[src/hdl/hwfps_pkg.sv]
// Package for the Hann-windowed FFT power spectrum unit.
// Holds the payload and command types, default sizes and the table functions
// used to build the window and twiddle ROMs. No dependencies.
package hwfps_pkg;

    localparam int WINDOW_LENGTH_DEF = 512;
    localparam int BIN_COUNT_DEF     = 256;

    localparam logic [63:0] PI_Q30 = 64'd3373259426;

    localparam logic MODE_LOAD = 1'b0;
    localparam logic MODE_READ = 1'b1;

    typedef struct packed {
        logic               mode;
        logic signed [15:0] sample;
        logic [7:0]         bin_select;
    } t_in_item;

    typedef struct packed {
        logic [7:0]  bin_echo;
        logic [31:0] power;
        logic        spectrum_ready;
    } t_out_item;

    // Commands from the controller to the datapath.
    typedef struct packed {
        logic take;
        logic load;
        logic win_wr;
        logic bf_wra;
        logic bf_wrb;
        logic pw_rd;
        logic pw_out;
        logic spec_valid;
    } t_cmd;

    typedef struct packed {
        logic signed [63:0] c;
        logic signed [63:0] s;
    } t_trig;

    // Cosine and sine in Q30 of a 16-bit turn phase, by Taylor series on a quadrant.
    function automatic t_trig f_trig(input logic [15:0] t);
        logic [1:0]         quad;
        logic [63:0]        r;
        logic [63:0]        a;
        logic [63:0]        a2;
        logic [63:0]        term;
        logic signed [63:0] cv;
        logic signed [63:0] sv;
        t_trig              res;
        quad = t[15:14];
        r    = {50'd0, t[13:0]};
        a    = (r * PI_Q30) >> 15;
        a2   = (a * a) >> 30;
        term = 64'd1 << 30;
        cv   = $signed(term);
        term = ((term * a2) >> 30) / 64'd2;
        cv   = cv - $signed(term);
        term = ((term * a2) >> 30) / 64'd12;
        cv   = cv + $signed(term);
        term = ((term * a2) >> 30) / 64'd30;
        cv   = cv - $signed(term);
        term = ((term * a2) >> 30) / 64'd56;
        cv   = cv + $signed(term);
        term = ((term * a2) >> 30) / 64'd90;
        cv   = cv - $signed(term);
        term = a;
        sv   = $signed(term);
        term = ((term * a2) >> 30) / 64'd6;
        sv   = sv - $signed(term);
        term = ((term * a2) >> 30) / 64'd20;
        sv   = sv + $signed(term);
        term = ((term * a2) >> 30) / 64'd42;
        sv   = sv - $signed(term);
        term = ((term * a2) >> 30) / 64'd72;
        sv   = sv + $signed(term);
        term = ((term * a2) >> 30) / 64'd110;
        sv   = sv - $signed(term);
        case (quad)
            2'd0: begin
                res.c = cv;
                res.s = sv;
            end
            2'd1: begin
                res.c = -sv;
                res.s = cv;
            end
            2'd2: begin
                res.c = -cv;
                res.s = -sv;
            end
            default: begin
                res.c = sv;
                res.s = -cv;
            end
        endcase
        return res;
    endfunction

    function automatic logic [15:0] f_phase(input int idx, input int lg);
        logic [63:0] v;
        v = (64'(idx) << 16) >> lg;
        return v[15:0];
    endfunction

    function automatic logic [16:0] f_hann(input int idx, input int lg);
        t_trig              tr;
        logic signed [63:0] w;
        logic [16:0]        res;
        tr = f_trig(f_phase(idx, lg));
        w  = ((64'sd1 <<< 30) - tr.c + (64'sd1 <<< 15)) >>> 16;
        if (w < 0) begin
            res = 17'd0;
        end else if (w > 64'sd32768) begin
            res = 17'd32768;
        end else begin
            res = w[16:0];
        end
        return res;
    endfunction

    function automatic logic signed [16:0] f_cos_q15(input int idx, input int lg);
        t_trig              tr;
        logic signed [63:0] v;
        tr = f_trig(f_phase(idx, lg));
        v  = (tr.c + 64'sd16384) >>> 15;
        return v[16:0];
    endfunction

    function automatic logic signed [16:0] f_sin_q15(input int idx, input int lg);
        t_trig              tr;
        logic signed [63:0] v;
        tr = f_trig(f_phase(idx, lg));
        v  = (tr.s + 64'sd16384) >>> 15;
        return v[16:0];
    endfunction

    function automatic logic signed [23:0] f_sat24(input logic signed [33:0] v);
        logic signed [23:0] res;
        if (v > 34'sd8388607) begin
            res = 24'sh7FFFFF;
        end else if (v < -34'sd8388608) begin
            res = 24'sh800000;
        end else begin
            res = v[23:0];
        end
        return res;
    endfunction

endpackage

[src/hdl/hwfps_ctrl.sv]
// Controller for the Hann-windowed FFT power spectrum unit.
// Sequences sample loads, windowing, butterfly passes and bin reads; uses hwfps_pkg.
module hwfps_ctrl #(
    parameter int WINDOW_LENGTH = hwfps_pkg::WINDOW_LENGTH_DEF,
    parameter int LOG2N         = $clog2(WINDOW_LENGTH),
    parameter int SW            = $clog2(LOG2N)
) (
    input  logic                i_clk,
    input  logic                i_rst_n,
    input  logic                i_in_valid,
    input  logic                i_mode,
    output logic                o_in_ready,
    output logic                o_out_valid,
    input  logic                i_out_ready,
    output hwfps_pkg::t_cmd     o_cmd,
    output logic [LOG2N-1:0]    o_load_addr,
    output logic [LOG2N-1:0]    o_idx,
    output logic [SW-1:0]       o_stage
);

    typedef enum logic [11:0] {
        S_IDLE    = 12'b0000_0000_0001,
        S_WIN_RD  = 12'b0000_0000_0010,
        S_WIN_MUL = 12'b0000_0000_0100,
        S_WIN_WR  = 12'b0000_0000_1000,
        S_BF_RD   = 12'b0000_0001_0000,
        S_BF_MUL  = 12'b0000_0010_0000,
        S_BF_ADD  = 12'b0000_0100_0000,
        S_BF_WRA  = 12'b0000_1000_0000,
        S_BF_WRB  = 12'b0001_0000_0000,
        S_PW_RD   = 12'b0010_0000_0000,
        S_PW_MUL  = 12'b0100_0000_0000,
        S_PW_OUT  = 12'b1000_0000_0000
    } t_state;

    localparam logic [LOG2N-1:0] IDX_LAST  = LOG2N'(WINDOW_LENGTH - 1);
    localparam logic [LOG2N-1:0] BF_LAST   = LOG2N'(WINDOW_LENGTH / 2 - 1);
    localparam logic [SW-1:0]    STG_LAST  = SW'(LOG2N - 1);

    t_state             r_state, n_state;
    logic [LOG2N-1:0]   r_load_cnt, n_load_cnt;
    logic [LOG2N-1:0]   r_idx, n_idx;
    logic [SW-1:0]      r_stage, n_stage;
    logic               r_spec_valid, n_spec_valid;
    logic               r_out_valid, n_out_valid;
    logic               w_take;
    logic               w_out_load;

    always_comb begin
        n_state      = r_state;
        n_load_cnt   = r_load_cnt;
        n_idx        = r_idx;
        n_stage      = r_stage;
        n_spec_valid = r_spec_valid;
        w_take       = 1'b0;
        w_out_load   = 1'b0;
        case (r_state)
            S_IDLE: begin
                if (i_in_valid) begin
                    w_take = 1'b1;
                    if (i_mode == hwfps_pkg::MODE_LOAD) begin
                        if (r_load_cnt == IDX_LAST) begin
                            n_load_cnt = '0;
                            n_idx      = '0;
                            n_state    = S_WIN_RD;
                        end else begin
                            n_load_cnt = r_load_cnt + 1'b1;
                        end
                    end else begin
                        n_state = S_PW_RD;
                    end
                end
            end
            S_WIN_RD:  n_state = S_WIN_MUL;
            S_WIN_MUL: n_state = S_WIN_WR;
            S_WIN_WR: begin
                if (r_idx == IDX_LAST) begin
                    n_idx   = '0;
                    n_stage = '0;
                    n_state = S_BF_RD;
                end else begin
                    n_idx   = r_idx + 1'b1;
                    n_state = S_WIN_RD;
                end
            end
            S_BF_RD:  n_state = S_BF_MUL;
            S_BF_MUL: n_state = S_BF_ADD;
            S_BF_ADD: n_state = S_BF_WRA;
            S_BF_WRA: n_state = S_BF_WRB;
            S_BF_WRB: begin
                n_state = S_BF_RD;
                if (r_idx == BF_LAST) begin
                    n_idx = '0;
                    if (r_stage == STG_LAST) begin
                        n_spec_valid = 1'b1;
                        n_state      = S_IDLE;
                    end else begin
                        n_stage = r_stage + 1'b1;
                    end
                end else begin
                    n_idx = r_idx + 1'b1;
                end
            end
            S_PW_RD:  n_state = S_PW_MUL;
            S_PW_MUL: n_state = S_PW_OUT;
            S_PW_OUT: begin
                if (!r_out_valid || i_out_ready) begin
                    w_out_load = 1'b1;
                    n_state    = S_IDLE;
                end
            end
            default: n_state = S_IDLE;
        endcase
    end

    // The result register frees up on a transfer and fills when a read completes.
    always_comb begin
        n_out_valid = r_out_valid;
        if (w_out_load) begin
            n_out_valid = 1'b1;
        end else if (i_out_ready) begin
            n_out_valid = 1'b0;
        end
    end

    always_ff @(posedge i_clk) begin
        if (!i_rst_n) begin
            r_state      <= S_IDLE;
            r_load_cnt   <= '0;
            r_idx        <= '0;
            r_stage      <= '0;
            r_spec_valid <= 1'b0;
            r_out_valid  <= 1'b0;
        end else begin
            r_state      <= n_state;
            r_load_cnt   <= n_load_cnt;
            r_idx        <= n_idx;
            r_stage      <= n_stage;
            r_spec_valid <= n_spec_valid;
            r_out_valid  <= n_out_valid;
        end
    end

    // The bin address stays selected through the whole read so a stalled result holds.
    assign o_in_ready        = (r_state == S_IDLE);
    assign o_out_valid       = r_out_valid;
    assign o_load_addr       = r_load_cnt;
    assign o_idx             = r_idx;
    assign o_stage           = r_stage;
    assign o_cmd.take        = w_take;
    assign o_cmd.load        = w_take && (i_mode == hwfps_pkg::MODE_LOAD);
    assign o_cmd.win_wr      = (r_state == S_WIN_WR);
    assign o_cmd.bf_wra      = (r_state == S_BF_WRA);
    assign o_cmd.bf_wrb      = (r_state == S_BF_WRB);
    assign o_cmd.pw_rd       = (r_state == S_PW_RD) || (r_state == S_PW_MUL) ||
                               (r_state == S_PW_OUT);
    assign o_cmd.pw_out      = w_out_load;
    assign o_cmd.spec_valid  = r_spec_valid;

endmodule

[config.mk]
export PLATFORM = sky130hd
export DESIGN_NAME = hwfps_ctrl
export DESIGN_NICKNAME = d
export VERILOG_FILES = /design/src/hdl/hwfps_pkg.sv /design/src/hdl/hwfps_ctrl.sv
export SDC_FILE = /design/constraint.sdc
export NUM_CORES = 1
export LEC_CHECK = 0
export ABC_AREA = 1
export BUFFER_PORTS_ARGS = -buffer_cell sky130_fd_sc_hd__buf_2
export CAP_MARGIN = 0
export CORE_ASPECT_RATIO = 1.4
export CORE_MARGIN = 4
export CORE_UTILIZATION = 45
export CTS_CLUSTER_SIZE = 14
export DETAILED_ROUTE_END_ITERATION = 10
export HOLD_SLACK_MARGIN = 0.15
export MAX_ROUTING_LAYER = met4
export PLACE_DENSITY = 0.75
export RECOVER_POWER = 100
export SLEW_MARGIN = 20
export SYNTH_ARGS = -nofsm -noshare
export SYNTH_HDL_FRONTEND = slang
export SYNTH_SLANG_ARGS = --single-unit
[constraint.sdc]
create_clock -name i_clk -period 2.58 [get_ports i_clk]
set_input_delay 0.516 -clock i_clk [delete_from_list [all_inputs] [get_ports i_clk]]
set_output_delay 0.516 -clock i_clk [all_outputs]
set_load 0.1 [all_outputs]
# == Word-level counts from Yosys, hierarchy flattened ==
# Cells that the tools add are included.
# word_totals
regBits,36
latchBits,0
ram_bits,0
rom_bits,0
n_memories,0
# classes
add_sub_neg,3
multipliers,0
div,0
n_lt_le_gt_ge,0
n_eq_ne,24
shift,0
muxes,25
bitwise,1
reduce_logical,13
# ops
cell,count
case mux 12 bit (12 select lines),1
2-to-1 mux 9 bit,6
2-to-1 mux 12 bit,4
case mux 9 bit (3 select lines),1
adder 9 x 1 -> 9 bit (second input constant),2
== test 9 bit (second input constant),2
2-to-1 mux 5 bit,3
== test 12 x 1 -> 1 bit (second input constant),1
== test 12 x 10 -> 1 bit (second input constant),1
== test 12 x 11 -> 1 bit (second input constant),1
== test 12 bit (second input constant),1
== test 12 x 2 -> 1 bit (second input constant),1
== test 12 x 3 -> 1 bit (second input constant),1
== test 12 x 4 -> 1 bit (second input constant),1
== test 12 x 5 -> 1 bit (second input constant),1
== test 12 x 6 -> 1 bit (second input constant),1
== test 12 x 7 -> 1 bit (second input constant),1
== test 12 x 8 -> 1 bit (second input constant),1
== test 12 x 9 -> 1 bit (second input constant),1
2-to-1 mux 4 bit,3
== test 9 x 8 -> 1 bit (second input constant),1
AND reduction 3 bit,3
inequality test 2 bit (second input constant),4
case mux 4 bit (2 select lines),1
12 further kinds,23

# == Logic depth before layout (Yosys ltp) ==
# Gate-level depths: netlist of run 1.
# logic_depth
word_depth,5
depth_mapped,15
ltp_nobuf,15

# == Worst setup path after synthesis of run 1 ==
# No wires, ideal clock.
# synth_timing
path_kind,register -> register
from,"register r_idx[0], in the netlist o_idx[0]"
to,"register r_stage[1], in the netlist o_stage[1]"
setup_ns,0.117
arrival_ns,2.678
slack_ns,-0.215
stages_incl_launch_ff,16
n_path_buf,0
synth_period_minus_slack_ns,2.795
path_cell_list,dfxtp_1 ha_1 inv_1 nor2_1 nand2_1 nor2_1 nand2_1 nor2_1 ha_1 inv_1 nand3_2 nand2_2 nor2_1 nand2_1 nand2_1 nor2_1
# synth_between
elab_chain_len,3
# synth_lines
item,line_no,source
from (decl),hwfps_ctrl.sv:42,"logic [LOG2N-1:0] r_idx, n_idx;"
from (signal assigned),hwfps_ctrl.sv:137,r_idx <= n_idx;
== test 9 bit / == test 9 x 8 -> 1 bit (equally long branches),"hwfps_ctrl.sv:77, hwfps_ctrl.sv:92",
inequality test 2 x 1 -> 1 bit (no line),n/a,
AND reduction 4 bit (no line) *,n/a,
to (signal assigned),hwfps_ctrl.sv:138,r_stage <= n_stage;
to (decl),hwfps_ctrl.sv:43,"logic [SW-1:0] r_stage, n_stage;"
# Every way passes the cells marked *; elsewhere a longest branch is shown, timed or not.
# A chain may end at the register's enable or synchronous reset.

==> results of run 1 <==
cells in the final DEF, fill, tap and decap left out:
| cell type | n |
|---|---|
| nand2_1 | 83 |
| nor2_1 | 51 |
| inv_1 | 49 |
| dfxtp_1 | 33 |
| clkbuf_1 | 25 |
| a21oi_1 | 20 |
| nand3_1 | 19 |
| o21ai_0 | 10 |
| ha_1 | 9 |
| nand2_4 | 7 |
| nor3_1 | 7 |
| clkbuf_2 | 7 |
| nand4_1 | 6 |
| clkbuf_8 | 6 |
| nor2_2 | 3 |
| nor2_8 | 3 |
| clkinv_2 | 3 |
| o21a_1 | 3 |
| buf_2 | 3 |
| dfxtp_2 | 3 |
| nand2_2 | 2 |
| nor3_2 | 2 |
| inv_2 | 2 |
| o21ai_1 | 2 |
| xor2_1 | 2 |
| nand3_2 | 1 |
| nand4_2 | 1 |
| or2_0 | 1 |
| nor4_1 | 1 |
| xnor2_1 | 1 |
| nand3b_1 | 1 |
| a211oi_1 | 1 |
| nand3b_2 | 1 |
| clkbuf_4 | 1 |
| buf_4 | 1 |
registers in the layout, summed over array words and instances (netlist names):
| name | flops |
|---|---|
| r_spec_valid | 1 |
| o_idx | 9 |
| r_state | 12 |
| o_load_addr | 9 |
| o_stage | 4 |
| o_out_valid | 1 |
routing by layer:
| layer | vias to the layer above | GRT usage | wire length [µm] | part of all wire |
|---|---|---|---|---|
| met2 | 40 | 0.297 | 2500 | 0.53 |
| li1 | 1109 | - | - | - |
| met1 | 922 | 0.176 | 1960 | 0.41 |
| met4 | 0 | 0.0795 | 112 | 0.024 |
| met3 | 13 | 0.0309 | 160 | 0.034 |
| met5 | - | - | 0 | 0 |
metrics by stage:
stage	instances	instance area, µm²
after floorplan	332	2220
after global placement	424	2430
after detailed placement	424	2430
after CTS	432	2530
after global routing	432	2490
final	432	2490
where the power goes:
part / total (mW) / switching (mW) / internal [mW] / leakage (nW)
Combinational: 0.314 / 0.246 / 0.0681 / 0.763
Sequential: 0.578 / 0.0108 / 0.567 / 0.292
Clock: 0.423 / 0.210 / 0.213 / 0.0510
worst register-to-register path, delay by kind of cell, from the launching register on:
kind | cells | cell delay (ns)
buf+inv | 2 | 0.15
flops | 1 | 0.40
fa+ha+maj | 2 | 0.44
simple gates | 10 | 1.14
worst min path at each step:
stage                                      to  slack [ns]  depth (start not counted)
global route        r_spec_valid$_SDFFE_PN0P_        0.48                          1
finish              r_spec_valid$_SDFFE_PN0P_        0.47                          1
detailed placement  r_spec_valid$_SDFFE_PN0P_        0.45                          1
CTS                 r_spec_valid$_SDFFE_PN0P_        0.47                          1
global placement    r_spec_valid$_SDFFE_PN0P_        0.44                          1
floorplan           r_spec_valid$_SDFFE_PN0P_        0.44                          1
final cells by class:
type	instances	share of cell area
Clock buffer	6	0.0331
Clock inverter	2	0.00401
Inverter	52	0.0788
Multi-Input combinational cell	237	0.499
Sequential cell	36	0.291
Tap cell	62	0.0311
Timing Repair Buffer	37	0.0637
cell families after synthesis:
family / share of synthesized area
compound gates: 0.0877
xor+xnor: 0.0119
fa+ha+maj: 0.0509
buf+inv: 0.110
flops: 0.326
simple gates: 0.414
==> flow_summary.toml, run 1 <==
[synthesis]
synth_flop_cell = "dfxtp_1"
synthArstFlopShare = 0
yosysTopAreaCellShare = 0.326
avgSynthCellArea_um2 = 6.66
ys_seq_area_frac = 0.326
synth_edf_count = 0
synthTopCellsByCount = "83 x nand2_1, 51 x nor2_1, 49 x inv_1, 36 x dfxtp_1"
ys_types = 34
synth_cells = 332
synth_fp_nets = 346
yosys.area.top_type = "dfxtp_1"
syn_area_um2 = 2210
synth.top_cells.by_area = "dfxtp_1 33%, nand2_1 14%, nor2_1 8.7%"
yosysWarningCount = 0
synth_most_common_cell = "nand2_1"
ys_ff_latch = 36

[setup_path]
crit_chain = "nor2_1, nand2_2, nor2_8, nand2_4, clkinv_2, nand2_4, nor2_8, clkbuf_4"
crit_arrival_ns = 1.87
startpoint = "r_state[10]$_SDFFE_PN0P_"
timing.critical_path.buf_inv = 2
worst-path-stages = 8
max_stage_delay_ns = 0.35
worstSetupEndpointType = "output pin"
r2r_end = "o_idx[5]$_SDFFE_PN0P_"
ff2ff_path_depth = 14
crit_required_ns = 2.06
cp_top_family = "simple AND/OR/NAND/NOR gates"
crit_type = "reg2out"
cp_max_fo = 9
r2r_slack_ns = 0.37
crit_slowest_cell = "clkbuf_4"
crit_end = "o_cmd[6]"
reg2reg_from = "o_load_addr[0]$_SDFFE_PN0P_"
cp-start-kind = "register"

[clock_tree]
insertion_delay_ns = 0.29
htreeDepth = 2
cts_resized = 0
root_buffer = "clkbuf_8"
cts-buffers-inserted = 5
clockBufferDepth = 2
cts_hold_buf = 0
cts_tree = "built"
cts_setup_buffers = 0
clkTransAtPathRegs_ns = 0.08
clock-sinks = 36

[grt]
globalRouteOverflowTotal = 0
grt_max_degree = 21
grt_pass1_wl_mm = 7.98
grt_pass1_vias = 1930
grt_usage = 0.169
antenna_found_initial = 0

[worst_hold_path]
worstHoldStart = "r_spec_valid$_SDFFE_PN0P_"
hold_path_class = "reg2reg"

[power_and_ir_drop]
p_leak_nw = 1.11
power_mw = 1.31
vdd_drop_max_uv = 349
p_per_area_nw_per_um2 = 527

[placement]
dpl_worst_slack_ns = 0.406
portBuffers = 36
gp_congestion = 0.817
dp_hpwl_mm = 3.69

[sta]
min_period_ns = 2.39
setup_slack_ns = 0.190
slew_viol_final = 0
fmax_mhz = 418
tightest_slew_ns = 1.17
hold_viol = 0
fin_hold_ws_ns = 0.468
period_share = 0.926
setup_viol = 0
slew_headroom = 0.221
skew_ns = 0.00901
setup_tns_ns = 0
grt_setup_unrepaired = "false"

[die]
row_count = 29
fp.coreArea_um2 = 4640
die_y_um = 90.9
io_pins = 37
dieArea_um2 = 6110
initial_core_util = 0.476
die_w_um = 67.2

[layout]
diodes = 0
nets = 383
fin_util = 0.537
layout-drive-gt1-share = 0.124
ff_latch_area_um2 = 724
area_delta_synth_final_pct = 12.8
n_fill_cell = 493
multi_input_area_um2 = 1240

[route]
drtIter0Drc = 76
vias = 2084
routed_wl_mm = 4.72
detail_route.wl_per_cell_um = 10.9
drt_first_pass_iters = 4
via_per_inst = 4.82
drc_errors = 0
antenna_left = 0

[flow_run]
maxCapViolCount = 0

[status]
outcome = "finished clean"
No activity file was read; power rests on OpenSTA's default activity.
==> run 2, diff against run 1 <==
BUFFER_PORTS_ARGS = -buffer_cell sky130_fd_sc_hd__clkbuf_2   (was -buffer_cell sky130_fd_sc_hd__buf_2)
==> run 2 against run 1 <==
Combinational power about the same. Sequential share of layout area about the same. Design area decreased by 0.10%. Die area unchanged. Sequential cell count unchanged. Largest cell class unchanged. First-iteration DRC count decreased by 1.3%.
==> flow_summary.toml, run 2 (synthesis results as in run 1) <==
[status]
outcome = "finished clean"

[setup_path]
worstSetupEndpointType = "output pin"
r2r_slack_ns = 0.35
cp_top_family = "simple AND/OR/NAND/NOR gates"
crit_end = "o_cmd[6]"
cp-start-kind = "register"
ff2ff_path_depth = 13
crit_required_ns = 2.06
cp_max_fo = 9
max_stage_delay_ns = 0.45
worst-path-stages = 8
crit_type = "reg2out"
crit_arrival_ns = 1.93
crit_slowest_cell = "buf_2"
reg2reg_from = "o_idx[0]$_SDFFE_PN0P_"
r2r_end = "o_stage[3]$_SDFFE_PN0P_"
startpoint = "r_state[10]$_SDFFE_PN0P_"
crit_chain = "nor2_1, nand2_2, nor2_8, nand2_4, clkinv_2, nand2_4, nor2_8, buf_2"
timing.critical_path.buf_inv = 2

[clock_tree]
root_buffer = "clkbuf_8"
cts_hold_buf = 0
clkTransAtPathRegs_ns = 0.07
insertion_delay_ns = 0.29
htreeDepth = 2
cts-buffers-inserted = 5
clockBufferDepth = 2
cts_tree = "built"
clock-sinks = 36
cts_setup_buffers = 0

[grt]
grt_pass1_vias = 1981
grt_usage = 0.179
grt_max_degree = 21
antenna_found_initial = 0
grt_pass1_wl_mm = 8.36
globalRouteOverflowTotal = 0

[layout]
final_common_cell = "nand2_1"
area_delta_synth_final_pct = 12.7
nets = 383
diodes = 0
design_area_um2 = 2490
ff_latch_area_um2 = 724
layout.cells.non_filler = 431
multi_input_area_um2 = 1240
fin_util = 0.536
max_flop_register = "r_state"
n_fill_cell = 495
largest_reg_flops = 12
layout-drive-gt1-share = 0.125
final_cell_mix = "83 x nand2_1, 51 x nor2_1, 49 x inv_1, 33 x dfxtp_1, 25 x clkbuf_1"

[die]
initial_core_util = 0.476
die_w_um = 67.2
row_count = 29
fp.coreArea_um2 = 4640
dieArea_um2 = 6110
io_pins = 37
die_y_um = 90.9

[sta]
period_share = 0.949
skew_ns = 0.00389
min_period_ns = 2.45
setup_tns_ns = 0
hold_viol = 0
setup_viol = 0
tightest_slew_ns = 1.17
slew_headroom = 0.222
slew_viol_final = 0
grt_setup_unrepaired = "false"
fin_hold_ws_ns = 0.471
fmax_mhz = 409

[route]
via_per_inst = 4.86
antenna_left = 0
routed_wl_mm = 4.76
drt_first_pass_iters = 4
drtIter0Drc = 75
detail_route.wl_per_cell_um = 11.0
drc_errors = 0
vias = 2095

[placement]
gp_congestion = 0.816
portBuffers = 36
place_area_um2 = 2430
dp_hpwl_mm = 3.61
placed_cells = 424

[power_and_ir_drop]
p_leak_nw = 1.09
vdd_drop_max_uv = 344
p_per_area_nw_per_um2 = 532

[flow_run]
maxCapViolCount = 0

[worst_hold_path]
hold_path_class = "reg2reg"
[run 2: timing repair]
| item | 4_1_cts | 5_1_grt |
|---|---|---|
| endpoints found under the setup margin | 0 | 1 |
| gates resized for setup | 0 | 1 |
| endpoints found under the hold margin | 0 | 0 |
[run 2: layout make-up]
class,instances,share of cell area
Clock buffer,7,0.0387
Inverter,52,0.0789
Timing Repair Buffer,37,0.0618
Multi-Input combinational cell,237,0.499
Sequential cell,36,0.291
Tap cell,62,0.0311
[run 2: how the worst min path moves through the flow]
stage / from / to / slack [ns] / depth (start not counted)
after detailed placement: r_spec_valid$_SDFFE_PN0P_ / r_spec_valid$_SDFFE_PN0P_ / 0.46 / 1
after CTS: r_spec_valid$_SDFFE_PN0P_ / r_spec_valid$_SDFFE_PN0P_ / 0.47 / 1
final: r_spec_valid$_SDFFE_PN0P_ / r_spec_valid$_SDFFE_PN0P_ / 0.47 / 1
after global placement: r_spec_valid$_SDFFE_PN0P_ / r_spec_valid$_SDFFE_PN0P_ / 0.45 / 1
after global routing: r_spec_valid$_SDFFE_PN0P_ / r_spec_valid$_SDFFE_PN0P_ / 0.48 / 1
after floorplan: r_spec_valid$_SDFFE_PN0P_ / r_spec_valid$_SDFFE_PN0P_ / 0.44 / 1
[run 2: through the flow]
stage / setup slack, ns / power, mW
finish: 0.133 / 1.33
global route: 0.0187 / 1.38
CTS: 0.0869 / 1.35
detailed placement: 0.407 / 0.907
global placement: 0.417 / 0.906
floorplan: 0.00795 / 0.856
[run 2: power breakdown]
group | internal, mW | switching (mW) | total, mW
clock | 0.238 | 0.198 | 0.436
sequential | 0.568 | 0.0107 | 0.578
combinational | 0.0642 | 0.247 | 0.311
[run 2: worst reg2reg max path, cell delays in order, from the launching register on]
cell,delay [ns]
dfxtp_1,0.39
ha_1,0.19
inv_1,0.05
nor2_1,0.13
nand2_1,0.08
nor2_1,0.13
nand2_1,0.08
nor2_1,0.21
ha_1,0.19
inv_1,0.07
o21ai_0,0.30
nand2_1,0.15
nand2_1,0.08
a21oi_1,0.06
[run 2: routing by layer]
metal	up-vias	track usage	routed length (µm)
li1	1113	-	-
met1	936	0.197	2020
met2	34	0.300	2480
met3	12	0.0296	125
met4	0	0.0931	133
met5	-	-	0
